### src/cmt_pkg.sv
// Shared types, constants and character helpers for the CMT record extractor.
// No dependencies; used by every module of the block.
`timescale 1ns / 1ps

package cmt_pkg;

  localparam int MAX_RECORD = 8192;
  localparam int REC_LEN_W  = 14;

  // queue between front and back
  localparam int QDEPTH = 4;
  localparam int QPTR_W = 2;
  localparam int QCNT_W = 3;

  localparam logic [7:0] CH_CR   = 8'h0D;
  localparam logic [7:0] CH_LF   = 8'h0A;
  localparam logic [7:0] CH_BSL  = 8'h5C;
  localparam logic [7:0] CH_PLUS = 8'h2B;
  localparam logic [7:0] CH_LO_R = 8'h72;
  localparam logic [7:0] CH_LO_N = 8'h6E;
  localparam logic [7:0] CH_LO_X = 8'h78;
  localparam logic [7:0] PRINT_LO = 8'h20;
  localparam logic [7:0] PRINT_HI = 8'h7E;

  localparam logic [2:0]  MARK_LEN  = 3'd6;
  localparam logic [31:0] MARK_HEAD = 32'h544D432B;  // "+CMT"
  localparam logic [31:0] MARK_TAIL = 32'h0000203A;  // ": "

  typedef enum logic [1:0] {
    PH_HUNT   = 2'd0,
    PH_HEADER = 2'd1,
    PH_PDU    = 2'd2
  } phase_t;

  typedef enum logic [1:0] {
    KIND_TEXT   = 2'd0,
    KIND_COMMIT = 2'd1,
    KIND_ABORT  = 2'd2
  } kind_t;

  typedef struct packed {
    logic [31:0] chars;
    logic [2:0]  count;
    kind_t       kind;
  } result_t;

  // one queue word: the results caused by one input byte
  typedef struct packed {
    result_t first;
    result_t second;
    logic    two;
  } entry_t;

  function automatic logic [7:0] mark_char(input logic [2:0] pos);
    logic [7:0] c;
    case (pos)
      3'd0:    c = 8'h2B;  // +
      3'd1:    c = 8'h43;  // C
      3'd2:    c = 8'h4D;  // M
      3'd3:    c = 8'h54;  // T
      3'd4:    c = 8'h3A;  // :
      3'd5:    c = 8'h20;  // space
      default: c = 8'h00;
    endcase
    return c;
  endfunction

  function automatic logic [7:0] hex_char(input logic [3:0] nib);
    logic [7:0] c;
    if (nib < 4'd10) begin
      c = 8'h30 + {4'd0, nib};
    end else begin
      c = 8'h37 + {4'd0, nib};
    end
    return c;
  endfunction

  function automatic result_t escape_byte(input logic [7:0] b);
    result_t r;
    r.kind = KIND_TEXT;
    if (b == CH_CR) begin
      r.chars = {16'd0, CH_LO_R, CH_BSL};
      r.count = 3'd2;
    end else if (b == CH_LF) begin
      r.chars = {16'd0, CH_LO_N, CH_BSL};
      r.count = 3'd2;
    end else if (b == CH_BSL) begin
      r.chars = {16'd0, CH_BSL, CH_BSL};
      r.count = 3'd2;
    end else if (b >= PRINT_LO && b <= PRINT_HI) begin
      r.chars = {24'd0, b};
      r.count = 3'd1;
    end else begin
      r.chars = {hex_char(b[3:0]), hex_char(b[7:4]), CH_LO_X, CH_BSL};
      r.count = 3'd4;
    end
    return r;
  endfunction

endpackage

### src/cmt_front.sv
// Front end: marker hunt, line tracking and escaping; at most one queue word per byte.
// Depends on cmt_pkg.
`timescale 1ns / 1ps

module cmt_front (
  input  logic            clk,
  input  logic            rst_n,
  input  logic            accept,
  input  logic [7:0]      in_byte,
  output logic            q_wr,
  output cmt_pkg::entry_t q_data
);

  cmt_pkg::phase_t                   phase_r, phase_nxt;
  logic [2:0]                        marker_pos_r, marker_pos_nxt;
  logic                              prev_cr_r, prev_cr_nxt;
  logic                              pdu_cr_first_r, pdu_cr_first_nxt;
  logic                              pdu_started_r, pdu_started_nxt;
  logic [cmt_pkg::REC_LEN_W-1:0]     rec_len_r, rec_len_nxt;

  logic                              in_record;
  logic                              pos_hit;
  logic [2:0]                        pos_step;
  logic                              mark_done;
  logic [cmt_pkg::REC_LEN_W-1:0]     len_inc;
  logic                              line_end;
  logic                              is_cr;
  logic                              commit;
  logic                              abort_rec;

  assign in_record = (phase_r == cmt_pkg::PH_HEADER) || (phase_r == cmt_pkg::PH_PDU);
  assign pos_hit   = (marker_pos_r < cmt_pkg::MARK_LEN) &&
                     (in_byte == cmt_pkg::mark_char(marker_pos_r));
  assign pos_step  = pos_hit ? (marker_pos_r + 3'd1) :
                     ((in_byte == cmt_pkg::CH_PLUS) ? 3'd1 : 3'd0);
  assign mark_done = (pos_step == cmt_pkg::MARK_LEN);
  assign len_inc   = rec_len_r + {{(cmt_pkg::REC_LEN_W-1){1'b0}}, 1'b1};
  assign is_cr     = (in_byte == cmt_pkg::CH_CR);
  assign line_end  = (in_byte == cmt_pkg::CH_LF) && prev_cr_r;
  assign commit    = (phase_r == cmt_pkg::PH_PDU) && line_end && !pdu_cr_first_r;
  // empty PDU line, or the length limit reached without a commit
  assign abort_rec = ((phase_r == cmt_pkg::PH_PDU) && line_end && pdu_cr_first_r) ||
                     (!commit && (len_inc >= cmt_pkg::REC_LEN_W'(cmt_pkg::MAX_RECORD)));

  // next state
  always_comb begin
    phase_nxt        = phase_r;
    marker_pos_nxt   = marker_pos_r;
    prev_cr_nxt      = prev_cr_r;
    pdu_cr_first_nxt = pdu_cr_first_r;
    pdu_started_nxt  = pdu_started_r;
    rec_len_nxt      = rec_len_r;
    if (accept) begin
      if (!in_record) begin
        phase_nxt = cmt_pkg::PH_HUNT;
        if (mark_done) begin
          phase_nxt        = cmt_pkg::PH_HEADER;
          marker_pos_nxt   = 3'd0;
          prev_cr_nxt      = 1'b0;
          pdu_cr_first_nxt = 1'b0;
          pdu_started_nxt  = 1'b0;
          rec_len_nxt      = cmt_pkg::REC_LEN_W'(6);
        end else begin
          marker_pos_nxt = pos_step;
        end
      end else begin
        rec_len_nxt = len_inc;
        if (phase_r == cmt_pkg::PH_HEADER) begin
          if (line_end) begin
            phase_nxt        = cmt_pkg::PH_PDU;
            prev_cr_nxt      = 1'b0;
            pdu_cr_first_nxt = 1'b0;
            pdu_started_nxt  = 1'b0;
          end else begin
            prev_cr_nxt = is_cr;
          end
        end else if (!line_end) begin
          prev_cr_nxt      = is_cr;
          pdu_cr_first_nxt = !pdu_started_r && is_cr;
          pdu_started_nxt  = 1'b1;
        end
        // record done either way: back to hunting
        if (commit || abort_rec) begin
          phase_nxt        = cmt_pkg::PH_HUNT;
          marker_pos_nxt   = 3'd0;
          prev_cr_nxt      = 1'b0;
          pdu_cr_first_nxt = 1'b0;
          pdu_started_nxt  = 1'b0;
          rec_len_nxt      = '0;
        end
      end
    end
  end

  // outputs
  always_comb begin
    q_wr   = accept && (in_record || mark_done);
    q_data = '0;
    if (in_record) begin
      q_data.first = cmt_pkg::escape_byte(in_byte);
      if (commit) begin
        q_data.second.chars = {24'd0, cmt_pkg::CH_LF};
        q_data.second.count = 3'd1;
        q_data.second.kind  = cmt_pkg::KIND_COMMIT;
      end else begin
        q_data.second.chars = '0;
        q_data.second.count = 3'd0;
        q_data.second.kind  = cmt_pkg::KIND_ABORT;
      end
      q_data.two = commit || abort_rec;
    end else begin
      q_data.first.chars  = cmt_pkg::MARK_HEAD;
      q_data.first.count  = 3'd4;
      q_data.first.kind   = cmt_pkg::KIND_TEXT;
      q_data.second.chars = cmt_pkg::MARK_TAIL;
      q_data.second.count = 3'd2;
      q_data.second.kind  = cmt_pkg::KIND_TEXT;
      q_data.two          = 1'b1;
    end
  end

  always_ff @(posedge clk) begin
    if (!rst_n) begin
      phase_r        <= cmt_pkg::PH_HUNT;
      marker_pos_r   <= 3'd0;
      prev_cr_r      <= 1'b0;
      pdu_cr_first_r <= 1'b0;
      pdu_started_r  <= 1'b0;
      rec_len_r      <= '0;
    end else begin
      phase_r        <= phase_nxt;
      marker_pos_r   <= marker_pos_nxt;
      prev_cr_r      <= prev_cr_nxt;
      pdu_cr_first_r <= pdu_cr_first_nxt;
      pdu_started_r  <= pdu_started_nxt;
      rec_len_r      <= rec_len_nxt;
    end
  end

endmodule

### src/cmt_fifo.sv
// Short word queue between front and back, first word visible at the head.
// Depends on cmt_pkg.
`timescale 1ns / 1ps

module cmt_fifo (
  input  logic            clk,
  input  logic            rst_n,
  input  logic            wr,
  input  cmt_pkg::entry_t wr_data,
  input  logic            rd,
  output cmt_pkg::entry_t rd_data,
  output logic            full,
  output logic            empty
);

  cmt_pkg::entry_t             mem_r [cmt_pkg::QDEPTH];
  logic [cmt_pkg::QPTR_W-1:0]  wr_ptr_r, wr_ptr_nxt;
  logic [cmt_pkg::QPTR_W-1:0]  rd_ptr_r, rd_ptr_nxt;
  logic [cmt_pkg::QCNT_W-1:0]  cnt_r, cnt_nxt;
  logic                        do_wr;
  logic                        do_rd;

  assign full    = (cnt_r == cmt_pkg::QCNT_W'(cmt_pkg::QDEPTH));
  assign empty   = (cnt_r == '0);
  assign do_wr   = wr && !full;
  assign do_rd   = rd && !empty;
  assign rd_data = mem_r[rd_ptr_r];

  always_comb begin
    wr_ptr_nxt = wr_ptr_r + (do_wr ? {{(cmt_pkg::QPTR_W-1){1'b0}}, 1'b1} : '0);
    rd_ptr_nxt = rd_ptr_r + (do_rd ? {{(cmt_pkg::QPTR_W-1){1'b0}}, 1'b1} : '0);
    cnt_nxt    = cnt_r;
    if (do_wr && !do_rd) begin
      cnt_nxt = cnt_r + {{(cmt_pkg::QCNT_W-1){1'b0}}, 1'b1};
    end else if (do_rd && !do_wr) begin
      cnt_nxt = cnt_r - {{(cmt_pkg::QCNT_W-1){1'b0}}, 1'b1};
    end
  end

  always_ff @(posedge clk) begin
    if (do_wr) begin
      mem_r[wr_ptr_r] <= wr_data;
    end
  end

  always_ff @(posedge clk) begin
    if (!rst_n) begin
      wr_ptr_r <= '0;
      rd_ptr_r <= '0;
      cnt_r    <= '0;
    end else begin
      wr_ptr_r <= wr_ptr_nxt;
      rd_ptr_r <= rd_ptr_nxt;
      cnt_r    <= cnt_nxt;
    end
  end

endmodule

### src/cmt_back.sv
// Back end: unpacks queue words into single results behind an output register.
// Depends on cmt_pkg.
`timescale 1ns / 1ps

module cmt_back (
  input  logic             clk,
  input  logic             rst_n,
  input  logic             q_empty,
  input  cmt_pkg::entry_t  q_data,
  output logic             q_rd,
  input  logic             pop,
  output logic             out_valid,
  output cmt_pkg::result_t out_res,
  output logic             out_last
);

  logic             out_valid_r, out_valid_nxt;
  cmt_pkg::result_t out_res_r, out_res_nxt;
  logic             out_last_r, out_last_nxt;
  logic             pend_valid_r, pend_valid_nxt;
  cmt_pkg::result_t pend_res_r, pend_res_nxt;
  logic             load;

  // output slot is free this cycle or its word is being taken
  assign load = !out_valid_r || pop;

  always_comb begin
    out_valid_nxt  = out_valid_r;
    out_res_nxt    = out_res_r;
    out_last_nxt   = out_last_r;
    pend_valid_nxt = pend_valid_r;
    pend_res_nxt   = pend_res_r;
    q_rd           = 1'b0;
    if (load) begin
      if (pend_valid_r) begin
        // finish the current byte before taking the next word
        out_valid_nxt  = 1'b1;
        out_res_nxt    = pend_res_r;
        out_last_nxt   = 1'b1;
        pend_valid_nxt = 1'b0;
      end else if (!q_empty) begin
        q_rd           = 1'b1;
        out_valid_nxt  = 1'b1;
        out_res_nxt    = q_data.first;
        out_last_nxt   = !q_data.two;
        pend_valid_nxt = q_data.two;
        pend_res_nxt   = q_data.second;
      end else begin
        out_valid_nxt = 1'b0;
      end
    end
  end

  always_ff @(posedge clk) begin
    if (!rst_n) begin
      out_valid_r  <= 1'b0;
      pend_valid_r <= 1'b0;
    end else begin
      out_valid_r  <= out_valid_nxt;
      pend_valid_r <= pend_valid_nxt;
    end
  end

  always_ff @(posedge clk) begin
    out_res_r  <= out_res_nxt;
    out_last_r <= out_last_nxt;
    pend_res_r <= pend_res_nxt;
  end

  assign out_valid = out_valid_r;
  assign out_res   = out_res_r;
  assign out_last  = out_last_r;

endmodule

### src/cmt_record_extractor.sv
// One byte per cycle is taken while the queue is not full; a byte with two results
// gives two outputs; a four-word queue between front and back absorbs the difference.
// The back end sets the output side, moving one result per cycle while pop is high.
// Reset (synchronous, rst_n low) returns to marker hunting with queue and output empty.
// Depends on cmt_pkg, cmt_front, cmt_fifo, cmt_back.
`timescale 1ns / 1ps

module cmt_record_extractor (
  input  logic        clk,
  input  logic        rst_n,
  input  logic        push,
  output logic        full,
  input  logic [7:0]  in_byte,
  output logic        empty,
  input  logic        pop,
  output logic [31:0] out_chars,
  output logic [2:0]  out_count,
  output logic [1:0]  out_kind,
  output logic        out_last
);

  logic             accept;
  logic             q_wr;
  cmt_pkg::entry_t  q_wdata;
  logic             q_rd;
  cmt_pkg::entry_t  q_rdata;
  logic             q_full;
  logic             q_empty;
  logic             out_valid;
  cmt_pkg::result_t out_res;

  assign full   = q_full;
  assign accept = push && !q_full;

  cmt_front u_front (
    .clk     (clk),
    .rst_n   (rst_n),
    .accept  (accept),
    .in_byte (in_byte),
    .q_wr    (q_wr),
    .q_data  (q_wdata)
  );

  cmt_fifo u_fifo (
    .clk     (clk),
    .rst_n   (rst_n),
    .wr      (q_wr),
    .wr_data (q_wdata),
    .rd      (q_rd),
    .rd_data (q_rdata),
    .full    (q_full),
    .empty   (q_empty)
  );

  cmt_back u_back (
    .clk       (clk),
    .rst_n     (rst_n),
    .q_empty   (q_empty),
    .q_data    (q_rdata),
    .q_rd      (q_rd),
    .pop       (pop),
    .out_valid (out_valid),
    .out_res   (out_res),
    .out_last  (out_last)
  );

  assign empty     = !out_valid;
  assign out_chars = out_res.chars;
  assign out_count = out_res.count;
  assign out_kind  = out_res.kind;

endmodule
### config.mk
export PLATFORM = sky130hd
export DESIGN_NAME = cmt_record_extractor
export DESIGN_NICKNAME = d
export VERILOG_FILES = /design/src/cmt_pkg.sv /design/src/cmt_front.sv /design/src/cmt_fifo.sv /design/src/cmt_back.sv /design/src/cmt_record_extractor.sv
export SDC_FILE = /design/constraint.sdc
export NUM_CORES = 1
export LEC_CHECK = 0
export BUFFER_PORTS_ARGS = -buffer_cell sky130_fd_sc_hd__buf_4
export CORE_ASPECT_RATIO = 0.75
export CORE_UTILIZATION = 61
export CTS_CLUSTER_DIAMETER = 100
export DETAILED_ROUTE_END_ITERATION = 7
export HOLD_SLACK_MARGIN = 0.15
export PLACE_DENSITY = 0.88
export SYNTH_ARGS = -nofsm -noshare
export SYNTH_HDL_FRONTEND = slang
export SYNTH_SLANG_ARGS = --single-unit
export TNS_END_PERCENT = 10
### constraint.sdc
create_clock -name clk -period 7.3 [get_ports clk]
set_input_delay 0.365 -clock clk [delete_from_list [all_inputs] [get_ports clk]]
set_output_delay 0.365 -clock clk [all_outputs]
set_load 0.02 [all_outputs]
Yosys cells after proc, flatten, opt, wreduce, memory -nomap -nowiden --
Memory sizes are Yosys's and may differ from the RTL's. A register that Yosys moved wholly into a read port is not among the register bits. Cells that the tools add are included.
Storage, ports and cells: register bits after elaboration 106, RAM bits 300, bits of input ports 12, output and inout bits 40, memories kept 1
Operators by class: add/sub/neg operators 10, $lt $le $gt $ge 6, equal/unequal tests 20, mux-type cells 53, bitwise gates (word level) 2, reduce and logical (&&, ||, !) cells 39
Memory list:
- u_fifo.mem_r | depth 4, bits a word 75, rd ports 1, clocked after Yosys merged registers in 1, write ports 1, line cmt_fifo.sv:16 | cmt_pkg::entry_t mem_r [cmt_pkg::QDEPTH];
Operators by type and width (count):
- 2-to-1 mux 35 bit | 4
- 2-to-1 mux 75 bit | 1
- 2-to-1 mux 37 bit | 2
- 2-to-1 mux 14 bit | 3
- one-hot mux 7 bit (6 select lines) | 1
- adder 6 x 4 -> 7 bit (first input constant) | 4
- 2-to-1 mux 1 bit | 28
- 2-to-1 mux 3 bit | 6
- == test 8 x 4 -> 1 bit (second input constant) | 2
- 2-to-1 mux 8 bit | 2
- adder 14 x 1 -> 14 bit (second input constant) | 1
- >= comparator 14 bit (second input constant) | 1
- logical AND 1 bit | 14
- == test 3 bit (second input constant) | 4
- 2-to-1 mux 2 bit | 5
- zero test 1 bit | 9
- 2-to-1 mux 9 bit | 1
- AND reduction 3 bit | 3
- == test 8 x 6 -> 1 bit (second input constant) | 1
- == test 8 x 7 -> 1 bit | 1
- == test 8 x 7 -> 1 bit (second input constant) | 1
- >= comparator 8 x 6 -> 1 bit (second input constant) | 1
- <= comparator 8 x 7 -> 1 bit (second input constant) | 1
- less-than comparator 4 bit (second input constant) | 2
- other kinds (17) | 32

Depth between registers and ports, before layout --
Gate-level depths: netlist of the first run.
word-level depth 13, gate-level depth with buffers 16, depth with buffers taken out 14

Modules after synthesis --
From an unflattened synthesis of the first run, not the netlist that was laid out.
Unflattened totals: cell total of the unflattened synthesis 880, area total of the unflattened synthesis 16497.1 um2
Modules (own cells, without submodules):
- cmt_fifo | instances 1, cells each 427, area an instance 11173.2 um2, sequential area each 9148.8 um2
- cmt_back | instances 1, cells each 129, area an instance 2997.9 um2, sequential area each 2292.2 um2
- cmt_front | instances 1, cells each 322, area an instance 2308.5 um2, sequential area each 440.4 um2
- cmt_record_extractor | instances 1, cells each 2, area an instance 17.5 um2, sequential area each 0.0 um2

Worst setup path after synthesis of the first run --
Ideal clock, no wire load.
path type reg2reg, from register u_front.marker_pos_r[0], to memory u_fifo.mem_r[2][0] (netlist bit), enable pin, library setup time 482 ps, data arrival time 4600 ps, data required time 6818 ps, setup slack 2218 ps, stages on the path, launching flop included 10, buffers on the path 1, period minus slack after synthesis 5082 ps, cell sequence dfxtp_1 ha_1 ha_1 nand2b_1 or3_1 buf_2 nor2_1 and4_4 nor2_2 nor3b_1
On the way: cells in the longest elaborated chain, start to end 11
Ends and longest elaborated chain:
- from (decl) | line cmt_front.sv:15 | logic [2:0] marker_pos_r, marker_pos_nxt;
- from (signal assigned) | line cmt_front.sv:132 | marker_pos_r <= marker_pos_nxt;
- == test 3 bit, or another cell as far along | line cmt_pkg.sv:56 | case (pos)
- one-hot mux 7 bit (6 select lines) | line cmt_pkg.sv:56
- == test 8 x 7 -> 1 bit | line cmt_front.sv:33 | (in_byte == cmt_pkg::mark_char(marker_pos_r));
- logical AND 1 bit | line cmt_front.sv:32 | assign pos_hit = (marker_pos_r < cmt_pkg::MARK_LEN) &&
- 2-to-1 mux 3 bit * | line cmt_front.sv:34 | assign pos_step = pos_hit ? (marker_pos_r + 3'd1) :
- == test 3 bit * | line cmt_front.sv:36 | assign mark_done = (pos_step == cmt_pkg::MARK_LEN);
- logical OR 1 bit * | line cmt_front.sv:97 | q_wr = accept && (in_record || mark_done);
- logical AND 1 bit * | line cmt_front.sv:97
- logical AND 1 bit * | line cmt_fifo.sv:25 | assign do_wr = wr && !full;
- 2-to-1 mux 1 bit * | line cmt_fifo.sv:41 | if (do_wr) begin
- 2-to-1 mux 1 bit (not written as such) * | line cmt_fifo.sv:42 | mem_r[wr_ptr_r] <= wr_data;
- to (decl) | line cmt_fifo.sv:16
Every way passes the cells marked *; elsewhere a longest branch is shown, timed or not.

Final worst setup path of the first run --
from register u_front.marker_pos_r[2], to register u_fifo.cnt_r[2] (netlist bit)
On the way: cells in the longest elaborated chain, start to end 12
Ends and longest elaborated chain:
- == test 3 bit, or another cell as far along | line cmt_pkg.sv:56
- one-hot mux 7 bit (6 select lines) | line cmt_pkg.sv:56
- == test 8 x 7 -> 1 bit | line cmt_front.sv:33
- logical AND 1 bit | line cmt_front.sv:32
- 2-to-1 mux 3 bit * | line cmt_front.sv:34
- == test 3 bit * | line cmt_front.sv:36
- logical OR 1 bit * | line cmt_front.sv:97
- logical AND 1 bit * | line cmt_front.sv:97
- logical AND 1 bit * | line cmt_fifo.sv:25
- zero test 1 bit | line cmt_fifo.sv:35 | end else if (do_rd && !do_wr) begin
- logical AND 1 bit | line cmt_fifo.sv:35
- nonzero test 2 bit (no line)
- to (signal assigned) | line cmt_fifo.sv:54 | cnt_r <= cnt_nxt;
- to (decl) | line cmt_fifo.sv:19 | logic [cmt_pkg::QCNT_W-1:0] cnt_r, cnt_nxt;
Marks and branches as above. A chain may end at the register's enable or synchronous reset.

==> metrics.md, run 1 <==
| Metric | Value |
|---|---|
| Height of the die | `109.5 um` |
| TNS Setup | `0 ns` |
| Largest net degree at the start of global routing | `43` |
| CTS max path bufs | `3` |
| Clock power share | `30.2%` |
| PwrDens | `319.0 mW/mm2` |
| Setup crit start kind | `register` |
| Sw frac | `28.08%` |
| CTS tree | `yes` |
| Die width | `145.3 um` |
| Initial Util | `63.75%` |
| TritonCTS Buffers | `21` |
| CP Data Required Time | `7.72 ns` |
| Inserted Diodes | `0` |
| DP HPWL | `12.39 mm` |
| Worst EP arrival | `4.18 ns` |
| FP Rows | `38` |
| DR vias | `5807` |
| Slew Limit Fails | `0` |
| Worst Max-Slew Pin Slew | `1.098 ns` |
| Gpl congestion | `0.9009` |
| Post-Syn Area | `0.009397 mm2` |
| Routed wire per std cell | `21.24 um` |
| Layout cell share with drive strength beyond 1 | `19.50%` |
| GRT Util Overall | `25.45%` |
| DRT antenna net count | `0` |
| Hold Path Origin | `rst_n` |
| Maximum vdd ir drop | `0.2081 mV` |
| Syn Area/Cell | `14.48 um2` |
| Worst hold-check path type | `in2reg` |
| Final hold viol count | `0` |
| Seq pwr share | `46.4%` |
| Leak Pwr | `0.003632 uW` |
| Max FO, Critical Path | `13` |
| Critical R2R Launch | `u_front.marker_pos_r[2]$_SDFFE_PN0P_` |
| Buffers on Ports | `48` |
| Number of synthesized flops with an enable pin | `183` |
| Register clock-pin slew on the reported worst setup and hold paths | `0.06 ns` |
| H-tree Lvls | `1` |
| Post-route cell area | `0.01061 mm2` |
| Final Setup Violations | `0` |
| Drt drc | `0` |
| Yosys cell types | `70` |
| Largest stage delay, worst path | `0.53 ns` |
| Initial antenna violation count | `0` |
| Crit-path slowest cell | `dfxtp_1` |
| Cell count after synthesis | `649` |
| Grt ovf | `0` |
| Flops & latches, synth | `214` |
| Placed instance area | `0.009963 mm2` |
| Sequential fraction of the synthesis area | `65.09%` |
| Vias in the first global route | `5638` |
| Fin crit share | `51.45%` |
| Detailed Routing Iterations Pass 1 | `5` |
| Hold buffers post-CTS | `0` |
| Cells along the critical path | `inv_1, ha_1, nand2b_1, or3_1, nor2_1, and4_4, nor2_2, inv_2, ha_1, inv_1, fa_1, xor2_1, or3_1, a21oi_1` |
| Async SR Flop Fraction | `0%` |
| Worst Path Buf+Inv | `3` |
| RSZ-0062 raised after global routing | `no` |
| Setup CP Type | `reg2reg` |
| Initial drt markers | `667` |
| Total power | `3385 uW` |
| Gate power share | `23.4%` |
| Max-cap violations | `0` |
| Ys flop type | `edfxtp_1` |
| Setup bufs post-CTS | `0` |
| Max Fclk | `266.3 MHz` |
| Cell family with most CP delay | `simple AND/OR/NAND/NOR gates` |
| Crit. End Element | `register` |
| Status | `finished, final reports clean` |
| Commonest non-fill, non-tap cell in the layout | `edfxtp_1` |
| Fin crit period | `3.756 ns` |
| Clk_lat worst skew | `0.50 ns` |
| Slew headroom | `26.23%` |
| Internal power | `2434 uW` |
| Die ar. | `0.01591 mm2` |
| Worst clock skew | `0.01201 ns` |
| Final wirelength | `19.50 mm` |
| Clock Sinks | `214` |
| Num ports | `52` |
| Nets | `737` |
| Post_cts resized | `0` |
| Yosys warnings | `0` |
| CTS root buf | `clkbuf_16` |
| Most frequent cells in the layout | `edfxtp_1, buf_4, nor2_1, mux4_2` |
| First-pass GRT wire length | `30.56 mm` |
| Core outline area | `0.01474 mm2` |
| Vias per cell | `6.326` |
| Switch Pwr | `950.3 uW` |
| P&R area growth vs syn | `12.92%` |
| Crit path launch | `u_front.marker_pos_r[2]$_SDFFE_PN0P_` |
-- through the flow --
| stage | setup slack, ns | std cells | hold WS, ns | util, % |
|---|---|---|---|---|
| finish | 3.544 | 918 | 0.1926 | 71.99 |
| global route | 3.399 | 918 | 0.2045 | 71.99 |
| CTS | 3.615 | 918 | 0.1769 | 71.99 |
| detailed placement | 3.651 | 880 | 0.4787 | 67.60 |
| global placement | 3.859 | 880 | 0.4662 | 67.60 |
| floorplan | 2.218 | 655 | 0.4524 | - |
-- logic make-up after synthesis --
kind of cell | Yosys count | share of synthesized area (%)
xor+xnor | 9 | 0.8389
flops | 214 | 65.09
simple gates | 204 | 11.74
compound gates | 90 | 6.724
buf+inv | 64 | 2.956
fa+ha+maj | 22 | 3.009
mux | 45 | 9.601
other cells | 1 | 0.03991
-- worst reg2reg max path, delay by kind of cell, from the launching register on --
kind	cells	cell delay, ns
simple gates	6	1.66
flops	1	0.53
xor+xnor	1	0.17
fa+ha+maj	3	0.89
compound gates	1	0.15
buf+inv	3	0.28
-- routing by layer --
layer	routed length (um)	vias to the layer above	GRT usage, %
met2	9588	340	44.09
met3	1655	54	4.772
met4	419	0	6.692
met5	0	-	0
li1	-	2565	-
met1	7837	2848	33.77
-- layout make-up --
cell class | count | area, um2
Timing Repair Buffer | 57 | 427.9
Multi-Input combinational cell | 377 | 3048
Clock inverter | 8 | 67.56
Clock buffer | 30 | 579.3
Inverter | 32 | 120.1
Tap cell | 200 | 250.2
Fill cell | 907 | 4129
Sequential cell | 214 | 6117
-- synth_stat cells (all sizes together) (5+ instances only) --
cell type / n / area share [%]
edfxtp: 183 / 58
nor2: 38 / 1.5
mux4: 36 / 8.6
nand2: 33 / 1.3
nor2b: 33 / 2.2
inv: 32 / 1.3
dfxtp: 31 / 6.6
nor3: 27 / 1.4
ha: 21 / 2.8
o21ai: 21 / 1.2
a21oi: 18 / 0.96
buf: 18 / 1.1
clkbuf: 14 / 0.56
nand3: 14 / 0.75
and2: 8 / 0.53
mux2i: 8 / 0.85
nand2b: 8 / 0.53
a21o: 7 / 0.56
or3: 7 / 0.47
and4: 6 / 0.59
nand4: 6 / 0.40
xnor2: 6 / 0.56
and3: 5 / 0.33
nor4: 5 / 0.33
o21a: 5 / 0.48
o21bai: 5 / 0.40
-- power groups by stage --
stage,logic [uW],clock network [uW],registers (uW)
5_1_grt,847,1070,1590
4_1_cts,801,1030,1570
2_1_floorplan,380,0,1730
3_3_place_gp,769,0,1590
3_5_place_dp,788,0,1600
6_report,791,1020,1570
-- sequential cells by signal, indices dropped and copies added (netlist names) --
register,cells
u_back.out_last,1
u_back.out_res,34
u_back.out_valid,1
u_back.pend_res_r,4
u_back.pend_valid_r,1
u_fifo.cnt_r,3
u_fifo.mem_r,144
u_fifo.rd_ptr_r,2
u_fifo.wr_ptr_r,2
u_front.marker_pos_r,3
u_front.pdu_cr_first_r,1
u_front.pdu_started_r,1
u_front.phase_r,2
u_front.prev_cr_r,1
u_front.rec_len_r,14
-- worst paths after layout --
path	end	depth (start not counted)	slack, ns
min	u_front.rec_len_r[4]$_SDFFE_PN0P_	2	0.19
max reg2reg	u_fifo.cnt_r[2]$_SDFFE_PN0P_	14	3.54
min reg2reg	u_front.phase_r[1]$_SDFFE_PN0P_	2	0.49
max	u_fifo.cnt_r[2]$_SDFFE_PN0P_	14	3.54
Note: power is estimated with default switching activity, not from simulation.
==> run 2: changes to the inputs <==
clock period = 3.88 ns   (was 7.3 ns; I/O delays follow)
==> metrics.md, run 2 (same netlist as run 1, synthesis figures left out) <==
| Metric | Value |
|---|---|
| Status | `finished, final reports clean` |
| CP Data Required Time | `4.30 ns (-3.42 ns)` |
| CTS root buf | `clkbuf_16` |
| First-pass GRT wire length | `31.70 mm (+3.7%)` |
| Most frequent cells in the layout | `edfxtp_1, buf_4, nor2_1, mux4_2` |
| Grt ovf | `0 (unchanged)` |
| Slew headroom | `32.19% (+6.0 points)` |
| Largest Register | `u_fifo.mem_r` |
| DP HPWL | `12.78 mm (+3.2%)` |
| Worst hold-check path type | `in2reg` |
| TritonCTS Buffers | `21 (unchanged)` |
| H-tree Lvls | `1 (unchanged)` |
| Setup crit start kind | `register` |
| Detailed Routing Iterations Pass 1 | `5 (unchanged)` |
| Util after Layout | `72.92% (+0.93 points)` |
| Fin crit period | `3.676 ns (-0.07950 ns)` |
| Setup CP Type | `reg2reg` |
| Seq pwr share | `46.2% (-0.2 points)` |
| Drt drc | `0 (unchanged)` |
| Core outline area | `0.01474 mm2 (unchanged)` |
| Layout cell share with drive strength beyond 1 | `20.72% (+1.2 points)` |
| CTS tree | `yes` |
| Critical R2R Launch | `u_front.marker_pos_r[0]$_SDFFE_PN0P_` |
| Max-cap violations | `0 (unchanged)` |
| Worst r2r dst | `u_fifo.cnt_r[2]$_SDFFE_PN0P_` |
| Pre-CTS WS | `0.1626 ns (-3.489 ns)` |
| Initial antenna violation count | `0 (unchanged)` |
| Largest net degree at the start of global routing | `41 (-4.7%)` |
| Fin crit share | `94.75% (+43 points)` |
| Nets | `745 (+1.1%)` |
| Max Fclk | `272.0 MHz (+2.2%)` |
| Routed wire per std cell | `21.56 um (+1.5%)` |
| Buffers on Ports | `48 (unchanged)` |
| Vias per cell | `6.306 (-0.31%)` |
| Initial drt markers | `702 (+5.2%)` |
| Reg-to-reg slack, setup | `0.20 ns (-3.34 ns)` |
| TNS Setup | `0 ns (unchanged)` |
| Internal power | `4723 uW (+94%)` |
| Final hold viol count | `0 (unchanged)` |
| FP Rows | `38 (unchanged)` |
| CTS max path bufs | `3 (unchanged)` |
| Clock Sinks | `214 (unchanged)` |
| Hold Slack | `0.1921 ns (-0.0004750 ns)` |
| Setup ws final | `0.2039 ns (-3.341 ns)` |
| Initial Util | `63.75% (unchanged)` |
| Sw frac | `27.69% (-0.39 points)` |
| Crit. End Element | `register` |
| Gpl congestion | `0.8633 (-4.2%)` |
| Worst Max-Slew Pin Slew | `1.015 ns (-0.08339 ns)` |
| Leak Pwr | `0.003710 uW (+2.1%)` |
| Commonest non-fill, non-tap cell in the layout | `edfxtp_1` |
| Post-placement cell count | `884 (+0.45%)` |
| Final wirelength | `19.92 mm (+2.1%)` |
| Switch Pwr | `1808 uW (+90%)` |
| Die ar. | `0.01591 mm2 (unchanged)` |
| DR vias | `5827 (+0.34%)` |
| RSZ-0062 raised after global routing | `no` |
| Slew Limit Fails | `0 (unchanged)` |
| Inserted Diodes | `0 (unchanged)` |
| Gate power share | `22.3% (-1.1 points)` |
| DRT antenna net count | `0 (unchanged)` |
| Max FO, Critical Path | `13 (unchanged)` |
| Crit path launch | `u_front.marker_pos_r[0]$_SDFFE_PN0P_` |
| GRT Util Overall | `26.37% (+0.93 points)` |
| Height of the die | `109.5 um (unchanged)` |
| Worst EP arrival | `4.10 ns (-0.08 ns)` |
| P&R area growth vs syn | `14.38%` |
| Worst clock skew | `0.01090 ns (-0.001109 ns)` |
| Post-Layout Cell Count | `924 (+0.65%)` |
| Register clock-pin slew on the reported worst setup and hold paths | `0.07 ns (about the same)` |
| Setup crit end | `u_fifo.cnt_r[2]$_SDFFE_PN0P_` |
| Clk_lat worst skew | `0.50 ns (about the same)` |
| Clock power share | `31.4% (+1.2 points)` |
| Die width | `145.3 um (unchanged)` |
| Setup bufs post-CTS | `0 (unchanged)` |
| Vias in the first global route | `5839 (+3.6%)` |
| Maximum vdd ir drop | `0.4446 mV (+110%)` |
| Final Setup Violations | `0 (unchanged)` |
| R2r worst-path depth | `14 (unchanged)` |
| Max reg flops | `144 (unchanged)` |
| Num ports | `52 (unchanged)` |
| PwrDens | `607.7 mW/mm2 (+90%)` |
## run 2: through the flow
step,total power [uW],cell area [um2]
floorplan,3969,9419
global placement,4473,10010
detailed placement,4535,10010
CTS,6590,10740
global route,6785,10750
finish,6531,10750
## run 2: power by group through the flow
stage / Combinational (uW) / Sequential [uW] / Clock, uW
final: 1460 / 3020 / 2050
after global routing: 1560 / 3050 / 2170
after CTS: 1480 / 3030 / 2080
after detailed placement: 1460 / 3070 / 0
after global placement: 1420 / 3050 / 0
after floorplan: 714 / 3260 / 0
## run 2: how the worst min path moves through the flow
stage                     depth (start not counted)                       startpoint                              end
final                                             2                       in_byte[5]    u_fifo.mem_r[3][48]$_DFFE_PP_
after global routing                              2                       in_byte[0]    u_fifo.mem_r[0][43]$_DFFE_PP_
after CTS                                         2                       in_byte[5]    u_fifo.mem_r[3][48]$_DFFE_PP_
after detailed placement                          2  u_front.phase_r[1]$_SDFFE_PN0P_  u_front.phase_r[1]$_SDFFE_PN0P_
after global placement                            2  u_front.phase_r[1]$_SDFFE_PN0P_  u_front.phase_r[1]$_SDFFE_PN0P_
after floorplan                                   2                            rst_n  u_front.phase_r[1]$_SDFFE_PN0P_
## run 2: metal layers
metal  wire length (um)  global-route usage (%)  vias to the layer above  part of all wire, %
met4                378                   8.271                        0                  1.9
li1                   -                       -                     2594                    -
met2               9568                   43.68                      323                   48
met3               1731                   4.481                       41                  8.7
met1               8241                   36.48                     2869                   41
met5                  0                       0                        -                    0
## run 2: area by class of cell
class	count	area, um2
clock inverter	10	131.4
tap	200	250.2
fill	930	3991
clock buffer	26	564.3
sequential	214	6118
multi-input combinational	377	3053
inverter	32	120.1
timing repair buffer	65	510.5
## run 2: timing repair
action	in CTS	in global routing
resized for setup	0	2
hold endpoints to repair	17	0
setup endpoints to repair	0	1
hold buffers	4	0
## run 2: critical path, cell delays in order, from the launching register on
cell and delay (ns):
dfxtp_1 0.36, ha_1 0.24, ha_1 0.31, nand2b_1 0.25, or3_4 0.41, nor2_1 0.17, and4_4 0.36, nor2_2 0.11
inv_2 0.14, ha_1 0.20, inv_1 0.06, fa_1 0.37, xor2_1 0.18, or3_1 0.31, a21oi_1 0.15
